[src/rtl/vdu_pkg.sv]
// Shared types and constants for the vector distance unit.
// No dependencies; every other file in rtl imports this package.
`timescale 1ns / 1ps

package vdu_pkg;

    localparam int ELEM_W   = 16;
    localparam int AD_W     = 16;
    localparam int ACC_W    = 43;
    localparam int DIST_W   = 26;
    localparam int METRIC_W = 2;
    localparam int MAX_LEN  = 1024;

    localparam logic [ACC_W-1:0] ACC_MAX = {ACC_W{1'b1}};

    // Largest distance the output reports: min(65535 * MAX_LEN, 2^26 - 1).
    localparam longint DIST_TOP_L = (65535 * longint'(MAX_LEN) > (longint'(1) << DIST_W) - 1)
                                    ? (longint'(1) << DIST_W) - 1
                                    : 65535 * longint'(MAX_LEN);
    localparam logic [DIST_W-1:0] DIST_TOP = DIST_W'(DIST_TOP_L);

    // Square root: one result bit per unstalled cycle; 44-bit radicand.
    localparam int RAD_W      = ACC_W + 1;
    localparam int ROOT_W     = RAD_W / 2;
    localparam int REM_W      = ROOT_W + 1;
    localparam int ROOT_STEPS = ROOT_W;
    localparam int CNT_W      = $clog2(ROOT_STEPS);

    localparam int QUEUE_DEPTH = 2;
    localparam int QPTR_W      = $clog2(QUEUE_DEPTH);
    localparam int QCNT_W      = $clog2(QUEUE_DEPTH + 1);

    typedef enum logic [METRIC_W-1:0] {
        METRIC_EUCLID    = 2'd0,
        METRIC_CHEBYSHEV = 2'd1,
        METRIC_MANHATTAN = 2'd2,
        METRIC_SPARE     = 2'd3
    } t_metric;

    // One finished vector handed from the front to the back.
    typedef struct packed {
        logic             is_root;
        logic [ACC_W-1:0] acc;
    } t_job;

    typedef enum logic {
        BK_IDLE,
        BK_ROOT
    } t_back_state;

endpackage

[src/rtl/vector_distance_unit.sv]
// Top level of the vector distance unit: front, job queue and back part.
// Depends on vdu_pkg, vdu_front, vdu_queue and vdu_back.
//
//   channel   handshake                   payload
//   -------   -------------------------   ------------------------------------
//   config    i_cfg_we                    i_cfg_data (metric)
//   input     i_in_valid / o_in_stall     i_elem_a, i_elem_b, i_last
//   output    o_out_valid / i_out_stall   o_distance
//
// One element pair per cycle is taken unless o_in_stall is high; its |a - b|
// is registered and then added to the accumulator. Chebyshev and Manhattan
// words go from the job queue straight to the output register. Euclidean words
// first take a load step and 22 one-bit root steps; no job is popped meanwhile.
// A two-entry job queue lets the front keep streaming while the root runs;
// the input stalls only when a final pair finds that queue full.
// Reset is synchronous, active low, and clears the accumulator and metric.
`timescale 1ns / 1ps

module vector_distance_unit (
    input  logic                         i_clk,
    input  logic                         i_rst_n,
    input  logic                         i_cfg_we,
    input  logic [vdu_pkg::METRIC_W-1:0] i_cfg_data,
    input  logic                         i_in_valid,
    output logic                         o_in_stall,
    input  logic [vdu_pkg::ELEM_W-1:0]   i_elem_a,
    input  logic [vdu_pkg::ELEM_W-1:0]   i_elem_b,
    input  logic                         i_last,
    output logic                         o_out_valid,
    input  logic                         i_out_stall,
    output logic [vdu_pkg::DIST_W-1:0]   o_distance
);
    import vdu_pkg::*;

    logic push;
    logic pop;
    logic full;
    logic empty;
    t_job job_in;
    t_job job_out;

    vdu_front u_front (
        .i_clk      (i_clk),
        .i_rst_n    (i_rst_n),
        .i_cfg_we   (i_cfg_we),
        .i_cfg_data (i_cfg_data),
        .i_in_valid (i_in_valid),
        .o_in_stall (o_in_stall),
        .i_elem_a   (i_elem_a),
        .i_elem_b   (i_elem_b),
        .i_last     (i_last),
        .o_push     (push),
        .o_job      (job_in),
        .i_full     (full)
    );

    vdu_queue u_queue (
        .i_clk   (i_clk),
        .i_rst_n (i_rst_n),
        .i_push  (push),
        .i_job   (job_in),
        .o_full  (full),
        .i_pop   (pop),
        .o_job   (job_out),
        .o_empty (empty)
    );

    vdu_back u_back (
        .i_clk       (i_clk),
        .i_rst_n     (i_rst_n),
        .i_job       (job_out),
        .i_empty     (empty),
        .o_pop       (pop),
        .o_out_valid (o_out_valid),
        .i_out_stall (i_out_stall),
        .o_distance  (o_distance)
    );

endmodule

[src/rtl/vdu_front.sv]
// Front part: takes element pairs, forms |a - b| and keeps the running accumulator.
// Hands each finished vector to the job queue. Depends on vdu_pkg.
`timescale 1ns / 1ps

module vdu_front (
    input  logic                         i_clk,
    input  logic                         i_rst_n,
    input  logic                         i_cfg_we,
    input  logic [vdu_pkg::METRIC_W-1:0] i_cfg_data,
    input  logic                         i_in_valid,
    output logic                         o_in_stall,
    input  logic [vdu_pkg::ELEM_W-1:0]   i_elem_a,
    input  logic [vdu_pkg::ELEM_W-1:0]   i_elem_b,
    input  logic                         i_last,
    output logic                         o_push,
    output vdu_pkg::t_job                o_job,
    input  logic                         i_full
);
    import vdu_pkg::*;

    t_metric           r_metric;
    logic              r_a_valid;
    logic [AD_W-1:0]   r_ad;
    logic              r_a_last;
    logic [ACC_W-1:0]  r_acc;

    logic [ELEM_W:0]   diff;
    logic [ELEM_W:0]   diff_abs;
    logic              a_adv;
    logic              in_take;
    logic [2*AD_W-1:0] square;
    logic [ACC_W:0]    sum;
    logic [ACC_W-1:0]  acc_upd;

    assign diff     = {i_elem_a[ELEM_W-1], i_elem_a} - {i_elem_b[ELEM_W-1], i_elem_b};
    assign diff_abs = diff[ELEM_W] ? (ELEM_W+1)'(-diff) : diff;

    // The accumulate stage only waits when a final pair meets a full queue.
    assign a_adv      = r_a_valid && !(r_a_last && i_full);
    assign o_in_stall = r_a_valid && !a_adv;
    assign in_take    = i_in_valid && !o_in_stall;

    assign square = r_ad * r_ad;

    always_comb begin
        sum     = '0;
        acc_upd = r_acc;
        unique case (r_metric)
            METRIC_EUCLID: begin
                sum     = {1'b0, r_acc} + (ACC_W+1)'(square);
                acc_upd = sum[ACC_W] ? ACC_MAX : sum[ACC_W-1:0];
            end
            METRIC_CHEBYSHEV: begin
                acc_upd = (ACC_W'(r_ad) > r_acc) ? ACC_W'(r_ad) : r_acc;
            end
            METRIC_MANHATTAN, METRIC_SPARE: begin
                sum     = {1'b0, r_acc} + (ACC_W+1)'(r_ad);
                acc_upd = sum[ACC_W] ? ACC_MAX : sum[ACC_W-1:0];
            end
            default: acc_upd = r_acc;
        endcase
    end

    assign o_push      = a_adv && r_a_last;
    assign o_job.acc     = acc_upd;
    assign o_job.is_root = (r_metric == METRIC_EUCLID);

    always_ff @(posedge i_clk) begin
        if (!i_rst_n) begin
            r_metric  <= METRIC_EUCLID;
            r_a_valid <= 1'b0;
            r_acc     <= '0;
        end else begin
            if (i_cfg_we) begin
                r_metric <= t_metric'(i_cfg_data);
            end
            if (in_take) begin
                r_a_valid <= 1'b1;
            end else if (a_adv) begin
                r_a_valid <= 1'b0;
            end
            if (a_adv) begin
                r_acc <= r_a_last ? '0 : acc_upd;
            end
        end
    end

    always_ff @(posedge i_clk) begin
        if (in_take) begin
            r_ad     <= diff_abs[AD_W-1:0];
            r_a_last <= i_last;
        end
    end

endmodule

[src/rtl/vdu_queue.sv]
// Short job queue between the front and the back parts.
// Show-ahead read; depends on vdu_pkg.
`timescale 1ns / 1ps

module vdu_queue (
    input  logic          i_clk,
    input  logic          i_rst_n,
    input  logic          i_push,
    input  vdu_pkg::t_job i_job,
    output logic          o_full,
    input  logic          i_pop,
    output vdu_pkg::t_job o_job,
    output logic          o_empty
);
    import vdu_pkg::*;

    t_job              r_mem [QUEUE_DEPTH];
    logic [QPTR_W-1:0] r_wr_ptr;
    logic [QPTR_W-1:0] r_rd_ptr;
    logic [QCNT_W-1:0] r_count;

    logic do_push;
    logic do_pop;

    assign o_full  = (r_count == QCNT_W'(QUEUE_DEPTH));
    assign o_empty = (r_count == '0);
    assign do_push = i_push && !o_full;
    assign do_pop  = i_pop && !o_empty;
    assign o_job   = r_mem[r_rd_ptr];

    always_ff @(posedge i_clk) begin
        if (!i_rst_n) begin
            r_wr_ptr <= '0;
            r_rd_ptr <= '0;
            r_count  <= '0;
        end else begin
            if (do_push) begin
                r_wr_ptr <= r_wr_ptr + 1'b1;
            end
            if (do_pop) begin
                r_rd_ptr <= r_rd_ptr + 1'b1;
            end
            if (do_push && !do_pop) begin
                r_count <= r_count + 1'b1;
            end else if (do_pop && !do_push) begin
                r_count <= r_count - 1'b1;
            end
        end
    end

    always_ff @(posedge i_clk) begin
        if (do_push) begin
            r_mem[r_wr_ptr] <= i_job;
        end
    end

endmodule

[src/rtl/vdu_back.sv]
// Back part: turns a finished accumulator into a distance word.
// Bit-serial square root for Euclidean, clamp, output register. Depends on vdu_pkg.
`timescale 1ns / 1ps

module vdu_back (
    input  logic                       i_clk,
    input  logic                       i_rst_n,
    input  vdu_pkg::t_job              i_job,
    input  logic                       i_empty,
    output logic                       o_pop,
    output logic                       o_out_valid,
    input  logic                       i_out_stall,
    output logic [vdu_pkg::DIST_W-1:0] o_distance
);
    import vdu_pkg::*;

    t_back_state       r_state, n_state;
    logic [RAD_W-1:0]  r_val, n_val;
    logic [ROOT_W-1:0] r_root, n_root;
    logic [REM_W-1:0]  r_rem, n_rem;
    logic [CNT_W-1:0]  r_cnt, n_cnt;
    logic              r_out_valid, n_out_valid;
    logic [DIST_W-1:0] r_out_dist, n_out_dist;

    logic              out_free;
    logic              last_step;
    logic [REM_W+1:0]  rem_sh;
    logic [REM_W+1:0]  trial;
    logic              fits;
    logic [REM_W+1:0]  rem_step;
    logic [ROOT_W-1:0] root_step;

    assign out_free  = !r_out_valid || !i_out_stall;
    assign last_step = (r_cnt == CNT_W'(ROOT_STEPS - 1));

    // One root bit per unstalled cycle: bring down two radicand bits, try root*4+1.
    assign rem_sh    = {r_rem, r_val[RAD_W-1 -: 2]};
    assign trial     = (REM_W+2)'({r_root, 2'b01});
    assign fits      = (rem_sh >= trial);
    assign rem_step  = fits ? rem_sh - trial : rem_sh;
    assign root_step = {r_root[ROOT_W-2:0], fits};

    always_comb begin
        n_state     = r_state;
        n_val       = r_val;
        n_root      = r_root;
        n_rem       = r_rem;
        n_cnt       = r_cnt;
        n_out_valid = r_out_valid && i_out_stall;
        n_out_dist  = r_out_dist;
        o_pop       = 1'b0;
        unique case (r_state)
            BK_IDLE: begin
                if (!i_empty && out_free) begin
                    o_pop = 1'b1;
                    if (i_job.is_root) begin
                        n_val   = RAD_W'(i_job.acc);
                        n_root  = '0;
                        n_rem   = '0;
                        n_cnt   = '0;
                        n_state = BK_ROOT;
                    end else begin
                        n_out_valid = 1'b1;
                        n_out_dist  = (i_job.acc > ACC_W'(DIST_TOP))
                                      ? DIST_TOP : i_job.acc[DIST_W-1:0];
                    end
                end
            end
            BK_ROOT: begin
                if (!last_step || out_free) begin
                    n_val  = {r_val[RAD_W-3:0], 2'b00};
                    n_root = root_step;
                    n_rem  = rem_step[REM_W-1:0];
                    n_cnt  = r_cnt + 1'b1;
                    if (last_step) begin
                        n_out_valid = 1'b1;
                        n_out_dist  = (DIST_W'(root_step) > DIST_TOP)
                                      ? DIST_TOP : DIST_W'(root_step);
                        n_state     = BK_IDLE;
                    end
                end
            end
            default: n_state = BK_IDLE;
        endcase
    end

    always_ff @(posedge i_clk) begin
        if (!i_rst_n) begin
            r_state     <= BK_IDLE;
            r_out_valid <= 1'b0;
        end else begin
            r_state     <= n_state;
            r_out_valid <= n_out_valid;
        end
    end

    always_ff @(posedge i_clk) begin
        r_val      <= n_val;
        r_root     <= n_root;
        r_rem      <= n_rem;
        r_cnt      <= n_cnt;
        r_out_dist <= n_out_dist;
    end

    assign o_out_valid = r_out_valid;
    assign o_distance  = r_out_dist;

endmodule
[config.mk]
export PLATFORM = sky130hd
export DESIGN_NAME = vector_distance_unit
export DESIGN_NICKNAME = d
export VERILOG_FILES = /design/src/rtl/vdu_pkg.sv /design/src/rtl/vector_distance_unit.sv /design/src/rtl/vdu_front.sv /design/src/rtl/vdu_queue.sv /design/src/rtl/vdu_back.sv
export SDC_FILE = /design/constraint.sdc
export NUM_CORES = 1
export LEC_CHECK = 0
export BUFFER_PORTS_ARGS = -buffer_cell sky130_fd_sc_hd__buf_2
export CORE_MARGIN = 2
export CORE_UTILIZATION = 50
export CTS_CLUSTER_DIAMETER = 120
export CTS_CLUSTER_SIZE = 8
export DETAILED_ROUTE_END_ITERATION = 10
export PLACE_DENSITY_LB_ADDON = 0.25
export SYNTH_ARGS = -nofsm -noshare
export SYNTH_HDL_FRONTEND = slang
export SYNTH_SLANG_ARGS = --single-unit
[constraint.sdc]
create_clock -name i_clk -period 7.93 [get_ports i_clk]
set_input_delay 0.3965 -clock i_clk [delete_from_list [all_inputs] [get_ports i_clk]]
set_output_delay 0.3965 -clock i_clk [all_outputs]
set_load 0.02 [all_outputs]
After elaboration in Yosys (flattened, before gate mapping)
Memories as Yosys holds them, arrays and structs flattened. A register that Yosys moved wholly into a read port is not among the register bits.
Index checks and enable logic that the tools add are counted.
{"block": "totals", "input_bits": 40, "reg_bits": 189, "ram_bits": 88, "memories": 1}
{"name": "u_queue.r_mem", "depth": 2, "word_bits": 44, "rd": 1, "rd_ports_with_merged_regs": 1, "write_ports": 1, "line": "vdu_queue.sv:17", "text": "t_job r_mem [QUEUE_DEPTH];"}
{"block": "classes", "addsub": 10, "multipliers": 1, "mux": 49, "bitwise": 1, "eq_ne": 10, "reduce_logical": 30, "n_lt_le_gt_ge": 3}
{"op": "$mux W43", "n": 4}
{"op": "$mux W44", "n": 3}
{"op": "$mux W26", "n": 5}
{"op": "$pmux W43 S3", "n": 1}
{"op": "$mux W23", "n": 4}
{"op": "$pmux W44 S2", "n": 1}
{"op": "$mux W22", "n": 3}
{"op": "$pmux W26 S2", "n": 1}
{"op": "$pmux W23 S2", "n": 1}
{"op": "$add A43 B16 Y44", "n": 1}
{"op": "$add A43 B32 Y44", "n": 1}
{"op": "$pmux W22 S2", "n": 1}
{"op": "$gt A16 B43 Y1", "n": 1}
{"op": "$gt A43 B26 Y1 const B", "n": 1}
{"op": "$mul A16 B16 Y32", "n": 1}
{"op": "$ge A25 B24 Y1", "n": 1}
{"op": "$sub A23 B23 Y23", "n": 1}
{"op": "$sub A16 B16 Y17", "n": 1}
{"op": "$mux W1", "n": 16}
{"op": "$mux W16", "n": 1}
{"op": "$neg A16 Y16", "n": 1}
{"op": "$mux W5", "n": 3}
{"op": "$logic_and A1 B1 Y1", "n": 11}
{"op": "$logic_not A1 Y1", "n": 10}
{"op": "19 further kinds", "n": 30}

Depth between registers and ports, before layout
{"block": "logic_depth", "ltp_word": 10, "ltp_mapped": 27}

Cells and area by module
From an unflattened synthesis, not the netlist that was laid out.
{"block": "hier_totals", "hier_cells": 2643, "area_unflattened_um2": 25219.2}
{"module": "vdu_front", "instances": 1, "area_each_um2": 15238.4, "seq_area_each_um2": 1431.4, "cells_each": 1918}
{"module": "vdu_back", "instances": 1, "area_each_um2": 6573.8, "seq_area_each_um2": 3643.5, "cells_each": 563}
{"module": "vdu_queue", "instances": 1, "area_each_um2": 3407.0, "seq_area_each_um2": 2742.6, "cells_each": 162}

Least setup slack after synthesis
OpenSTA, ideal clock, no wires.
{"block": "synth_path", "kind": "flip-flop to flip-flop", "from": "reg u_front.r_ad[4]", "to": "reg u_front.r_acc[30]", "setup_time_ns": 0.117, "t_arrival_ns": 6.834, "slack_ns": 0.979, "path_stages_with_launch": 23, "required_ns": 7.813, "period_less_slack_ns": 6.951, "n_path_buf": 2, "cell_sequence": "edfxtp_1 > clkbuf_1 > clkbuf_1 > nand2_1 > fa_1 > fa_1 > fa_1 > inv_1 > fa_1 > inv_1 > fa_1 > inv_1 > fa_1 > ha_1 > and3_1 > and4_1 > a2111o_1 > a21o_1 > o21ai_4 > a211oi_2 > o21a_1 > or4_4 > a22o_1"}
{"item": "start: declaration", "line": "vdu_front.sv:23", "text": "logic [AD_W-1:0] r_ad;"}
{"item": "start signal: assignment", "line": "vdu_front.sv:90", "text": "r_ad <= diff_abs[AD_W-1:0];"}
{"item": "end signal: assignment", "line": "vdu_front.sv:83", "text": "r_acc <= r_a_last ? '0 : acc_upd;"}
{"item": "end: declaration", "line": "vdu_front.sv:25", "text": "logic [ACC_W-1:0] r_acc;"}

==> impl_results.md <==
* Crit path from: u_front.r_ad[3]
* Setup Skew at 0.0328 ns
* Max-slew violations at 0
* Startpoint types: flip-flop
* Largest net degree at the start of global routing at 82
* Syn_nets at 2,981
* Initial antenna violation count at 0
* CP Capture Point: u_front.r_acc[27]
* Synth Warn # at 0
* Ys flop type: edfxtp_1
* # setup viols final at 0
* Clock Root Buffer: clkbuf_16
* Worst reg-to-reg setup slack at 0.36 ns
* # IOs at just under 70
* TNS Setup at 0 ns
* Die H at 225 um
* Routed Antenna Nets at 0
* Number of hold violations in the final report at 0
* Seq/Total Area, Yosys at 0.319
* RR Endpoint: u_front.r_acc[27]
* Mapped Area at 0.0245 mm2
* Routability cong. at about 0.95
* NumNets Final at 3,045
* Async set-reset flop share out of synthesis at 0
* DRC errors left at 0
* Library cells used by synthesis at 95
* Area leader, netlist: edfxtp_1
* # H-tree levels at 2
* Worst Hold Class: input port to flip-flop
* Actual slew at the worst max-slew pin at 1.04 ns
* Highest Clock Rate at 132 MHz
* Area Overhead vs Synth at 9.83%
* Vias in the first global route at slightly below 20,000
* Clk_lat worst skew at 0.56 ns
* Worst-path maximum fanout at 17
* DRT Pass-1 Iters at 6
* Max-cap violations at 0
* R2r startpoint: u_front.r_ad[3]
* Fillers at approximately 4,300
* Hold Worst Slack at 0.0674 ns
* Status: finished, final reports clean
* Via-per-instance ratio at ~5.7
* Synth top area share at 0.276
* Die W at 225 um
* CTS Hold Bufs at 0
* Congestion Overflow GR at 0
* DR iter-0 viols at 1,469
* Num CTS Buffers at 41
* Final wirelength at 61,300 um
* Total Routing Usage GR at 0.248
* TritonCTS Sinks at 278
* Met2 usage in global routing at 0.424
* Worst path arrival time at 8.00 ns
* Port Buf Inserts at 67
* Full die area at 0.0508 mm2
* Synth top area cells: edfxtp_1 28%, fa_1 16%, ha_1 9.4%, inv_1 6.8%, dfxtp_1 4.3%
* # diodes at 0
* WS Path Type: flip-flop to flip-flop
* GRT busiest layer: met2
* Post-synthesis area per instance at 9.58 um2
* Routed length per instance at 18.7 um
* Post-synth EDFFs at 225
* Post-Synthesis Cells at around 2,600
* Final core occ at 0.554
* Final HPWL DP at 48,000 um
* Initial core utilization at 0.504
* Flops & latches, synth at 278
* RSZ-0062 raised after global routing: false
* CP required at 8.36 ns
* Tcrit/Tclk final at 0.954
* Worst relative slew slack at 0.309
* Layout cells sized above 1 at 0.0836
* Row count at 81
* Routing usage on met3 at 0.0274
* Worst R2R Path Depth at 21
* Crit path time final at 7.57 ns
* Clk slew on worst S/H paths at 0.05 ns
* TritonCTS clock tree: yes
* First-pass GRT wire length at 100,000 um
* Core Area at 0.0486 mm2
* Vias at approximately 19,000
* Clock Tree Buf Depth at 3
* Setup crit end kind: flip-flop
* Routing usage on met1 at 0.325
## layer usage
metal | wire length [um] | share of wire | up-vias
met4 | 2220 | 0.036 | 0
met5 | 0 | 0 | -
met1 | 26500 | 0.43 | 9002
met2 | 29200 | 0.48 | 616
li1 | - | - | 8836
met3 | 3420 | 0.056 | 139
## sequential cells by signal, summed over array words and instances (netlist names), named ones only
name and flops:
u_front.r_a_valid 1, u_back.o_out_valid 1, u_back.r_val 44, u_back.r_rem 23, u_front.r_acc 43, u_front.r_metric 2
u_front.r_ad 16, u_queue.r_wr_ptr 1, u_front.r_a_last 1, u_back.r_state 1, u_queue.r_rd_ptr 1, u_back.r_cnt 5
u_queue.r_count 2, u_back.r_root 22, u_queue.r_mem 88, u_back.o_distance 26
## cells by family (layout without fill, tap and decap cells)
group | count (synthesis) | in the layout | share of synthesized area
simple gates | 674 | 674 | 0.137
buf+inv | 545 | 641 | 0.0839
compound gates | 511 | 511 | 0.141
fa+ha+maj | 381 | 381 | 0.254
flops | 278 | 278 | 0.319
xor+xnor | 102 | 102 | 0.0367
mux | 69 | 69 | 0.0286
## stage by stage
stage	instances	worst slack, ns	cell area (um2)
floorplan	2560	0.979	24500
global placement	3197	0.249	25600
detailed placement	3197	0.160	25600
CTS	3272	0.109	26900
global route	3278	0.0239	26900
finish	3278	0.364	26900
## placed cells by master, fill, tap and decap left out, types with 49 or more instances in the layout
master | Yosys | final
a21oi_1 | 123 | 121
and2_1 | 71 | 70
buf_2 | 10 | 67
buf_4 | 0 | 51
dfxtp_1 | 53 | 51
edfxtp_1 | 225 | 225
fa_1 | 196 | 196
ha_1 | 185 | 185
inv_1 | 446 | 446
mux2i_1 | 61 | 61
nand2_1 | 217 | 216
nand3_1 | 49 | 49
nor2_1 | 126 | 126
o21ai_0 | 97 | 97
xnor2_1 | 66 | 66
## repair_timing
item / CTS / global route
endpoints found under the hold margin: 0 / 0
buffers inserted: 0 / 6
setup endpoints to repair: 0 / 46
gates resized for setup: 0 / 1
## Yosys cell counts (all sizes together) (18+ instances only)
library cell and n:
o21ai 108, mux2i 61, edfxtp 225, a211oi 28
nor2 126, inv 447, a21oi 125, xnor2 67
nand4 22, a22o 35, nor3 40, o21bai 18
ha 185, nand2b 19, fa 196, dfxtp 53
a31oi 18, clkbuf 79, and2 71, a21o 31
nand2 217, nor4 24, nand3 49, buf 18
nor2b 49, xor2 35
## critical path, cell delays in order (launching register included)
cell,delay (ns)
edfxtp_1,0.76
nand2_1,0.23
fa_1,0.58
fa_1,0.44
fa_1,0.51
inv_1,0.05
fa_1,0.46
fa_1,0.55
inv_1,0.06
fa_1,0.53
inv_1,0.04
ha_1,0.37
and3_1,0.19
and4_1,0.23
a2111o_1,0.47
a21o_1,0.23
o21ai_4,0.17
a211oi_4,0.14
buf_4,0.21
a21oi_1,0.59
nand2_1,0.32
a22o_1,0.30
## area by class of cell
class / instances / area (um2) / area share
Tap cell: 622 / 778 / 0.0289
Timing Repair Buffer: 118 / 718 / 0.0267
Inverter: 448 / 1680 / 0.0625
Clock buffer: 70 / 1140 / 0.0425
Clock inverter: 5 / 97.6 / 0.00362
Sequential cell: 278 / 7820 / 0.291
Multi-Input combinational cell: 1737 / 14700 / 0.545
## how the worst min path moves through the flow
stage,depth (start not counted),from,slack [ns],to
after floorplan,2,u_front.r_acc[6],0.45,u_front.r_acc[6]
after global placement,2,u_front.r_acc[1],0.49,u_front.r_acc[1]
after detailed placement,1,u_front.r_acc[14],0.50,u_front.r_acc[14]
after CTS,1,i_last,0.03,u_front.r_a_last
after global routing,1,i_last,0.04,u_front.r_a_last
final,1,i_last,0.07,u_front.r_a_last
Power is left out: the tool's default activity adds up to more than one toggle a clock period on the data nets, which glitch-free logic cannot reach.
